**src/rtl/core/sfa_pkg.sv**
```systemverilog
package sfa_pkg;

  localparam int unsigned BUFFER_DEPTH_DEFAULT = 64;

  localparam int unsigned BYTE_W     = 8;
  localparam int unsigned LEN_W      = 7;
  localparam int unsigned TIMER_W    = 9;
  localparam int unsigned CFG_W      = 8;
  localparam int unsigned OUT_DATA_W = 16;

  localparam logic [CFG_W-1:0] IDLE_LIMIT_RESET  = 8'd30;
  localparam logic [CFG_W-1:0] TICK_LENGTH_RESET = 8'd1;

  localparam logic CFG_IDLE_LIMIT  = 1'b0;
  localparam logic CFG_TICK_LENGTH = 1'b1;

  localparam logic CMD_BYTE = 1'b0;
  localparam logic CMD_TICK = 1'b1;

  localparam logic CAUSE_TERMINATOR = 1'b0;
  localparam logic CAUSE_TIMEOUT    = 1'b1;

  localparam logic [BYTE_W-1:0] CHAR_NUL = 8'h00;
  localparam logic [BYTE_W-1:0] CHAR_LF  = 8'h0A;
  localparam logic [BYTE_W-1:0] CHAR_CR  = 8'h0D;

  typedef enum logic [1:0] {
    ST_IDLE,
    ST_READ,
    ST_SEND
  } sfa_state_e;

  typedef struct packed {
    logic accept;
    logic rd_en;
    logic step;
  } sfa_cmd_t;

  typedef struct packed {
    logic close;
    logic last;
  } sfa_stat_t;

endpackage

```
**src/rtl/core/serial_frame_assembler_idle_timeout.sv**
```systemverilog
// Collects received bytes and tick beats into frames. A beat on the input stream carries a
// received byte (tuser 0) or a tick (tuser 1) and is taken while no frame is being sent. A
// terminator byte (NUL, LF or CR) or an idle timeout closes the frame, which then leaves as
// a run of beats, tlast on the final one; each beat is read from the buffer memory into the
// output register and held there until the sink takes it. The input stays blocked until
// the last beat is taken. Bytes arriving with the buffer full are dropped.
module serial_frame_assembler_idle_timeout #(
  parameter int unsigned BUFFER_DEPTH = sfa_pkg::BUFFER_DEPTH_DEFAULT
) (
  input  logic                           clk_i,
  input  logic                           rst_ni,
  input  logic                           cfg_we_i,
  input  logic                           cfg_index_i,
  input  logic [sfa_pkg::CFG_W-1:0]      cfg_wdata_i,
  input  logic                           s_axis_tvalid_i,
  output logic                           s_axis_tready_o,
  // Fields from bit 0: data_byte.
  input  logic [sfa_pkg::BYTE_W-1:0]     s_axis_tdata_i,
  // Fields from bit 0: command.
  input  logic                           s_axis_tuser_i,
  output logic                           m_axis_tvalid_o,
  input  logic                           m_axis_tready_i,
  // Fields from bit 0: frame_byte, frame_length.
  output logic [sfa_pkg::OUT_DATA_W-1:0] m_axis_tdata_o,
  output logic                           m_axis_tlast_o,
  // Fields from bit 0: end_cause.
  output logic                           m_axis_tuser_o
);
  import sfa_pkg::*;

  sfa_cmd_t          cmd;
  sfa_stat_t         stat;
  logic [BYTE_W-1:0] frame_byte;
  logic [LEN_W-1:0]  frame_length;
  logic              end_cause;

  sfa_ctrl u_ctrl (
    .clk_i       (clk_i),
    .rst_ni      (rst_ni),
    .in_valid_i  (s_axis_tvalid_i),
    .in_ready_o  (s_axis_tready_o),
    .out_valid_o (m_axis_tvalid_o),
    .out_ready_i (m_axis_tready_i),
    .stat_i      (stat),
    .cmd_o       (cmd)
  );

  sfa_dp #(
    .BUFFER_DEPTH(BUFFER_DEPTH)
  ) u_dp (
    .clk_i          (clk_i),
    .rst_ni         (rst_ni),
    .cfg_we_i       (cfg_we_i),
    .cfg_index_i    (cfg_index_i),
    .cfg_wdata_i    (cfg_wdata_i),
    .in_command_i   (s_axis_tuser_i),
    .in_byte_i      (s_axis_tdata_i),
    .cmd_i          (cmd),
    .stat_o         (stat),
    .frame_byte_o   (frame_byte),
    .frame_length_o (frame_length),
    .end_cause_o    (end_cause)
  );

  assign m_axis_tlast_o = stat.last;
  assign m_axis_tdata_o = {{(OUT_DATA_W - LEN_W - BYTE_W){1'b0}}, frame_length, frame_byte};
  assign m_axis_tuser_o = end_cause;

endmodule

```
**src/rtl/core/sfa_ctrl.sv**
```systemverilog
module sfa_ctrl (
  input  logic              clk_i,
  input  logic              rst_ni,
  input  logic              in_valid_i,
  output logic              in_ready_o,
  output logic              out_valid_o,
  input  logic              out_ready_i,
  input  sfa_pkg::sfa_stat_t stat_i,
  output sfa_pkg::sfa_cmd_t  cmd_o
);
  import sfa_pkg::*;

  sfa_state_e state_q, state_d;

  always_ff @(posedge clk_i or negedge rst_ni) begin
    if (!rst_ni) begin
      state_q <= ST_IDLE;
    end else begin
      state_q <= state_d;
    end
  end

  always_comb begin
    state_d     = state_q;
    in_ready_o  = 1'b0;
    out_valid_o = 1'b0;
    cmd_o       = '0;
    case (state_q)
      ST_IDLE: begin
        in_ready_o   = 1'b1;
        cmd_o.accept = in_valid_i;
        if (in_valid_i && stat_i.close) begin
          state_d = ST_READ;
        end
      end
      ST_READ: begin
        cmd_o.rd_en = 1'b1;
        state_d     = ST_SEND;
      end
      ST_SEND: begin
        out_valid_o = 1'b1;
        if (out_ready_i) begin
          cmd_o.step = 1'b1;
          state_d    = stat_i.last ? ST_IDLE : ST_READ;
        end
      end
      default: begin
        state_d = ST_IDLE;
      end
    endcase
  end

endmodule

```
**src/rtl/core/sfa_dp.sv**
```systemverilog
module sfa_dp #(
  parameter int unsigned BUFFER_DEPTH = sfa_pkg::BUFFER_DEPTH_DEFAULT
) (
  input  logic                       clk_i,
  input  logic                       rst_ni,
  input  logic                       cfg_we_i,
  input  logic                       cfg_index_i,
  input  logic [sfa_pkg::CFG_W-1:0]  cfg_wdata_i,
  input  logic                       in_command_i,
  input  logic [sfa_pkg::BYTE_W-1:0] in_byte_i,
  input  sfa_pkg::sfa_cmd_t          cmd_i,
  output sfa_pkg::sfa_stat_t         stat_o,
  output logic [sfa_pkg::BYTE_W-1:0] frame_byte_o,
  output logic [sfa_pkg::LEN_W-1:0]  frame_length_o,
  output logic                       end_cause_o
);
  import sfa_pkg::*;

  localparam int unsigned CW = $clog2(BUFFER_DEPTH + 1);
  localparam int unsigned IW = (BUFFER_DEPTH > 1) ? $clog2(BUFFER_DEPTH) : 1;

  logic [BYTE_W-1:0]  mem [BUFFER_DEPTH];
  logic [CFG_W-1:0]   limit_q, tick_q;
  logic [CW-1:0]      count_q, count_d, len_q;
  logic [TIMER_W-1:0] timer_q, timer_d, timer_add;
  logic [TIMER_W:0]   timer_sum;
  logic [IW-1:0]      rd_idx_q;
  logic [BYTE_W-1:0]  rdata_q;
  logic               cause_q, cause_d;
  logic               full, term, store, close, close_hit;

  assign full      = (count_q == CW'(BUFFER_DEPTH));
  assign term      = (in_byte_i == CHAR_NUL) || (in_byte_i == CHAR_LF) || (in_byte_i == CHAR_CR);
  assign store     = cmd_i.accept && (in_command_i == CMD_BYTE) && !full;
  assign timer_sum = {1'b0, timer_q} + (TIMER_W + 1)'(tick_q);
  assign timer_add = timer_sum[TIMER_W] ? '1 : timer_sum[TIMER_W-1:0];
  assign close_hit = (in_command_i == CMD_BYTE) ? (!full && term)
                   : ((count_q != '0) && (timer_add >= TIMER_W'(limit_q)));

  always_comb begin
    count_d = count_q;
    timer_d = timer_q;
    cause_d = cause_q;
    close   = 1'b0;
    if (cmd_i.accept) begin
      if (in_command_i == CMD_BYTE) begin
        if (!full) begin
          count_d = count_q + 1'b1;
          timer_d = '0;
          if (term) begin
            close   = 1'b1;
            cause_d = CAUSE_TERMINATOR;
          end
        end
      end else if (count_q == '0) begin
        timer_d = '0;
      end else begin
        timer_d = timer_add;
        if (timer_add >= TIMER_W'(limit_q)) begin
          close   = 1'b1;
          cause_d = CAUSE_TIMEOUT;
        end
      end
    end
  end

  always_ff @(posedge clk_i or negedge rst_ni) begin
    if (!rst_ni) begin
      limit_q  <= IDLE_LIMIT_RESET;
      tick_q   <= TICK_LENGTH_RESET;
      count_q  <= '0;
      timer_q  <= '0;
      len_q    <= '0;
      rd_idx_q <= '0;
      cause_q  <= CAUSE_TERMINATOR;
    end else begin
      if (cfg_we_i) begin
        case (cfg_index_i)
          CFG_IDLE_LIMIT:  limit_q <= cfg_wdata_i;
          CFG_TICK_LENGTH: tick_q  <= cfg_wdata_i;
          default: begin
          end
        endcase
      end
      cause_q <= cause_d;
      if (close) begin
        len_q    <= count_d;
        count_q  <= '0;
        timer_q  <= '0;
        rd_idx_q <= '0;
      end else begin
        count_q <= count_d;
        timer_q <= timer_d;
        if (cmd_i.step) begin
          rd_idx_q <= rd_idx_q + 1'b1;
        end
      end
    end
  end

  always_ff @(posedge clk_i) begin
    if (store) begin
      mem[count_q[IW-1:0]] <= in_byte_i;
    end
    if (cmd_i.rd_en) begin
      rdata_q <= mem[rd_idx_q];
    end
  end

  assign stat_o.close   = close_hit;
  assign stat_o.last    = ((CW'(rd_idx_q) + 1'b1) == len_q);
  assign frame_byte_o   = rdata_q;
  assign frame_length_o = LEN_W'(len_q);
  assign end_cause_o    = cause_q;

endmodule

```
**config.mk**
```make
export PLATFORM = sky130hd
export DESIGN_NAME = serial_frame_assembler_idle_timeout
export DESIGN_NICKNAME = d
export VERILOG_FILES = /design/src/rtl/core/sfa_pkg.sv /design/src/rtl/core/serial_frame_assembler_idle_timeout.sv /design/src/rtl/core/sfa_ctrl.sv /design/src/rtl/core/sfa_dp.sv
export SDC_FILE = /design/constraint.sdc
export NUM_CORES = 1
export LEC_CHECK = 0
export ABC_AREA = 1
export BUFFER_PORTS_ARGS = -buffer_cell sky130_fd_sc_hd__buf_2
export CORE_ASPECT_RATIO = 1.4
export CORE_MARGIN = 2
export CORE_UTILIZATION = 37
export CTS_CLUSTER_DIAMETER = 150
export CTS_CLUSTER_SIZE = 12
export DETAILED_ROUTE_END_ITERATION = 6
export SYNTH_ARGS = -nofsm -noshare
export SYNTH_HDL_FRONTEND = slang
export SYNTH_SLANG_ARGS = --single-unit
```
**constraint.sdc**
```tcl
create_clock -name clk_i -period 6.3 [get_ports clk_i]
set_clock_uncertainty 0.2 [all_clocks]
set_input_delay 0.315 -clock clk_i [delete_from_list [all_inputs] [get_ports clk_i]]
set_output_delay 0.315 -clock clk_i [all_outputs]
set_load 0.01 [all_outputs]
```
Yosys cells after proc, flatten, opt, wreduce, memory -nomap -nowiden

Memory sizes are Yosys's and may differ from the RTL's. A register that Yosys moved wholly into a read port is not among the register bits.
Cells that the tools add are included.
W data, S select, Z words.

Register bits after elaboration: 48
Memory bits (writable): 512
Output and inout bits: 20
Word-level logic and storage cells: 84
Memories: 1

$add $sub $neg: 4
Magnitude comparators: 1
Equality and inequality tests: 12
Muxes and demuxes: 36
Bitwise logic cells: 2
Reductions and logical operators: 20

Memories:

| memory   | words | width | rd ports | clocked after memory_dff | write ports | RTL line     | text |
|---|---|---|---|---|---|---|---|
| u_dp.mem | 64    | 8     | 1        | 1                        | 1           | sfa_dp.sv:22 | `logic [BYTE_W-1:0] mem [BUFFER_DEPTH];` |

Operator list:

| operator              | number |
|---|---|
| $mux W9               | 6 |
| $mux W7               | 4 |
| $mux W1               | 21 |
| $eq A8 B4 Y1 const B  | 2 |
| $mux W6               | 2 |
| $add A9 B8 Y10        | 1 |
| $ge A9 B8 Y1          | 1 |
| $logic_not A8 Y1      | 1 |
| $reduce_and A2 Y1     | 4 |
| $add A6 B1 Y7 const B | 1 |
| $add A7 B1 Y7 const B | 1 |
| $eq A7 B7 Y1          | 1 |
| $eq A7 B7 Y1 const B  | 1 |
| $logic_not A7 Y1      | 1 |
| $reduce_bool A7 Y1    | 1 |
| $add A6 B1 Y6 const B | 1 |
| $ne A2 B2 Y1 const B  | 3 |
| $pmux W2 S3           | 1 |
| $reduce_bool A2 Y1    | 3 |
| $logic_and A1 B1 Y1   | 5 |
| $reduce_and A5 Y1     | 1 |
| $mux W2               | 2 |
| $ne A2 B1 Y1 const B  | 2 |
| $ne A3 B3 Y1 const B  | 1 |
| 6 further kinds       | 8 |

Longest topological paths before layout

Depth in word-level cells: 9
Mapped depth: 23
Mapped depth without buffers: 22

By module

A second synthesis with hierarchy kept.

Cell total of the unflattened synthesis: 2,041
Area, all modules: 23,889.2 um2

Modules (own cells, without submodules):

| module                              | instances | cells each | area an instance (um2) |
|---|---|---|---|
| sfa_dp                              | 1         | 2,021      | 23,747.8 |
| sfa_ctrl                            | 1         | 18         | 130.1 |
| serial_frame_assembler_idle_timeout | 1         | 2          | 11.3 |

Least setup slack after synthesis

No wires, ideal clock.

Kind: reg-to-reg
Start: register u_dp.timer_q[0]
End: register u_dp.len_q[3], in the netlist u_dp.frame_length_o[3]
Library setup time: 0.117 ns
Arrival: 2.846 ns
Data required time: 5.983 ns
Slack: 3.137 ns
Cell stages (with the launch flop): 22
Buffers on the path: 1
Clock period less this slack: 3.163 ns
Path through: dfrtp_1 > ha_1 > fa_1 > nand2_1 > nand2_1 > and2_1 > xor2_1 > or2_2 > ha_1 > nand2_1 > nor2_1 > nand2_1 > nand3_1 > nand2_1 > nand2_1 > nand2_1 > nand3_1 > nand2_4 > nand2_2 > buf_6 > nand2_1 > nand2_1

Longest elaborated chain between the ends: 7

Ends and longest elaborated chain:

| what                   | RTL line     | text |
|---|---|---|
| start, declared        | sfa_dp.sv:25 | `logic [TIMER_W-1:0] timer_q, timer_d, timer_add;` |
| start signal, assigned | sfa_dp.sv:93 | `timer_q <= timer_d;` |
| $add A9 B8 Y10         | sfa_dp.sv:35 | `assign timer_sum = {1'b0, timer_q} + (TIMER_W + 1)'(tick_q);` |
| $mux W9                | sfa_dp.sv:36 | `assign timer_add = timer_sum[TIMER_W] ? '1 : timer_sum[TIMER_W-1:0];` |
| $ge A9 B8 Y1           | sfa_dp.sv:59 | `if (timer_add >= TIMER_W'(limit_q)) begin` |
| $mux W1                | sfa_dp.sv:59 |  |
| $mux W1                | sfa_dp.sv:55 | `end else if (count_q == '0) begin` |
| $mux W1                | sfa_dp.sv:46 | `if (in_command_i == CMD_BYTE) begin` |
| $mux W1                | sfa_dp.sv:45 | `if (cmd_i.accept) begin` |
| end signal, assigned   | sfa_dp.sv:87 | `len_q <= count_d;` |
| end, declared          | sfa_dp.sv:24 | `logic [CW-1:0] count_q, count_d, len_q;` |

No other way between the ends.
A chain may end at the register's enable or synchronous reset.

Worst setup path after layout

Start: register u_dp.rd_idx_q[1]
End: output m_axis_tlast_o

Longest elaborated chain between the ends: 2

Ends and longest elaborated chain:

| what                   | RTL line                                  | text |
|---|---|---|
| start, declared        | sfa_dp.sv:27                              | `logic [IW-1:0] rd_idx_q;` |
| start signal, assigned | sfa_dp.sv:95                              | `rd_idx_q <= rd_idx_q + 1'b1;` |
| $add A6 B1 Y7          | sfa_dp.sv:111                             | `assign stat_o.last = ((CW'(rd_idx_q) + 1'b1) == len_q);` |
| $eq A7 B7 Y1           | sfa_dp.sv:111                             |  |
| end, declared          | serial_frame_assembler_idle_timeout.sv:25 | `output logic m_axis_tlast_o,` |

No other way between the ends.

==> reports/qor.csv <==
metric;value;unit
fp.dieW;219;microns
cts_tree;yes;
reg2reg_slack;2.67;ns
clock_latency;0.59;ns
numCtsBuffers;53;
ir_drop;203;uV
finalCriticalPeriod;3.78;ns
hold_buffers;13;
fin_cells;2980;
hold_viol_final;0;
maxCapViolations;0;
cts-resized-gates;0;
synth_cell_types;45;
static-leakage-power;0.00941;uW
worstSetupEndpointType;output pin;
netlist_area;24000;sq um
nFillCells;5961;
synth_flop_cell;edfxtp_1;
start_util;37.4;%
synth_top_cell_by_area;edfxtp_1;
worst_slack;2.52;ns
core.rowCount;110;
hp-class;input port to flip-flop;
multi_input_area;6210;sq um
dr.pass1.iters;5;
wl_per_cell;20.6;microns
arrival;3.26;ns
grt_pass1_vias;15909;
drive_gt1_share;7.34;%
outcome;complete, no violations;
vias;15924;
grt_pass1_wl;93800;microns
preCtsSetupSlack;2.73;ns
routed_via_density;5.34;
grtUsageTotal;18.3;%
htree_levels;2;
die_h;306;microns
post_cts_buffers;0;
synth-seq-area-share;70.0;%
clock-sinks;568;
design.die.area;67000;sq um
nNetsFinal;2162;
synth_fp_nets;2144;
fin_setup_tns;0;ns
worst_slew_pin_slew;1.11;ns
worstSetupPathType;flip-flop to output pin;
rsz0062_at_grt;no;
io_buffers;41;
synth_area_leaders;edfxtp_1 (65%), nand2_1 (6.1%), o21ai_0 (5.5%), nor2_1 (5.5%), dfrtp_1 (4.5%);
seq_area;16800;sq um
async_reset_ff_share;8.45;%
min_period_over_period;59.9;%
antenna_found_initial;0;
ios;43;
ys_seq_elements;568;
fmax;0.265;GHz
p_per_area;422;nW/um^2
fp.coreArea;64300;sq um
cts_root_buf;clkbuf_16;
antennaDiodeCount;0;
syn_avg_cell_area;11.4;sq um
yosys_warnings;0;
slew_violations;0;
path_clk_slew;0.06;ns
place_congestion;0.870;
routed_wl;61300;microns
crit_fanout;62;
dpl.hpwl;36800;microns
place_inst;2891;
syn_inst;2101;
synth_edf_count;520;
ant_nets;0;
grt_max_degree;129;
drt_iter0_markers;1466;
critPathLaunchType;flip-flop;
max_slew_margin;25.6;%
synth_top_area_share;65.0;%
setup_viol;0;
remaining_drc_errors;0;
syn_to_final_growth;10.0;%
ctsLongestPathBuffers;3;
required;5.78;ns
grt-ovfl-total;0;
-- worst max-delay path, cell delays in order, from the launching register on --
cell and delay [ns]:
dfrtp_4 0.92, nand2_1 0.66, inv_1 0.16, nand4_1 0.10
xor2_1 0.28, xor2_1 0.17, nand3_1 0.11, inv_1 0.08
buf_2 0.13
-- kinds of logic (layout without fill, tap and decap cells) --
| family | Yosys count | after routing | synth area share (%) |
|---|---|---|---|
| other | 1 | 1 | 0.0156 |
| AOI/OAI and AO/OA | 427 | 427 | 9.66 |
| buffers and inverters | 206 | 245 | 4.17 |
| xor gates and xnor gates | 11 | 11 | 0.432 |
| adders and majority gates | 20 | 20 | 1.07 |
| and+or+nand+nor | 865 | 865 | 14.5 |
| DFF | 568 | 568 | 70.0 |
| muxes | 3 | 3 | 0.125 |
-- state kept, by name, indices dropped and copies added (netlist names), 6 cells and up --
register	flops
u_dp.mem	512
u_dp.timer_q	9
u_dp.frame_byte_o	8
u_dp.limit_q	8
u_dp.tick_q	8
u_dp.count_q	7
u_dp.frame_length_o	7
u_dp.rd_idx_q	6
-- through the flow --
stage	power [uW]	util, %	hold slack (ns)	area (sq um)
2_1_floorplan	7190	-	-0.181	24000
3_3_place_gp	8270	38.7	0.269	24800
3_5_place_dp	8320	38.7	0.274	24800
4_1_cts	11200	41.1	0.0420	26400
5_1_grt	11800	41.1	0.0671	26400
6_report	11200	41.1	0.0585	26400
-- routing by layer --
layer	routed length [microns]	share of wire (%)	track usage (%)
met5	0	0	0
met4	1690	2.8	5.85
met3	3320	5.4	2.27
met2	31300	51	32.4
met1	25000	41	23.0
-- layout by cell type, fill, tap and decap left out, types with 5 or more instances in the layout --
| cell | instances |
|---|---|
| buf_4 | 22 |
| clkbuf_16 | 53 |
| a21boi_0 | 5 |
| clkbuf_1 | 19 |
| dfstp_2 | 5 |
| inv_2 | 7 |
| nand2_1 | 392 |
| o21ai_1 | 11 |
| nand4_1 | 15 |
| edfxtp_1 | 520 |
| inv_1 | 82 |
| a21oi_1 | 20 |
| dfrtp_1 | 40 |
| o22ai_1 | 121 |
| or2_2 | 6 |
| buf_2 | 41 |
| ha_1 | 19 |
| nor3_1 | 10 |
| dlygate4sd3_1 | 13 |
| o21ai_0 | 263 |
| xor2_1 | 7 |
| nand3_1 | 76 |
| nor2_1 | 350 |
-- final timing paths --
check,cells past startpoint,from,to
max in group asynchronous,2,rst_ni,u_dp.rd_idx_q[0]
min reg2reg,2,u_dp.limit_q[6],u_dp.limit_q[6]
min,2,s_axis_tdata_i[0],u_dp.mem[27][0]
max reg2reg,20,u_dp.timer_q[0],u_dp.frame_length_o[6]
min in group asynchronous,2,rst_ni,u_ctrl.state_q[0]
max,8,u_dp.rd_idx_q[1],m_axis_tlast_o
-- Yosys cell counts, drive strengths merged, types with 3 or more instances --
library cell,number
dfrtp,43
mux2i,3
clkbuf,47
xnor2,3
xor2,8
o22ai,121
o21ai,274
inv,90
edfxtp,520
a21o,3
a21boi,5
nor2,355
nand4,15
or2,7
dfstp,5
nand3,78
a21oi,20
nand2,395
buf,68
nor3,12
ha,19
-- layout make-up --
class / instances / area share, %
Inverter: 91 / 1.31
Multi-Input combinational cell: 1327 / 23.5
Clock buffer: 72 / 5.29
Tap cell: 840 / 3.97
Sequential cell: 568 / 63.7
Clock inverter: 4 / 0.256
Timing Repair Buffer: 78 / 2.04
-- where the power goes --
group / switching, uW / internal [uW]
combinational: 2680 / 1100
sequential: 226 / 4290
clock: 1340 / 1540
total: 4240 / 6930
Note: power is estimated with default switching activity, not from simulation.
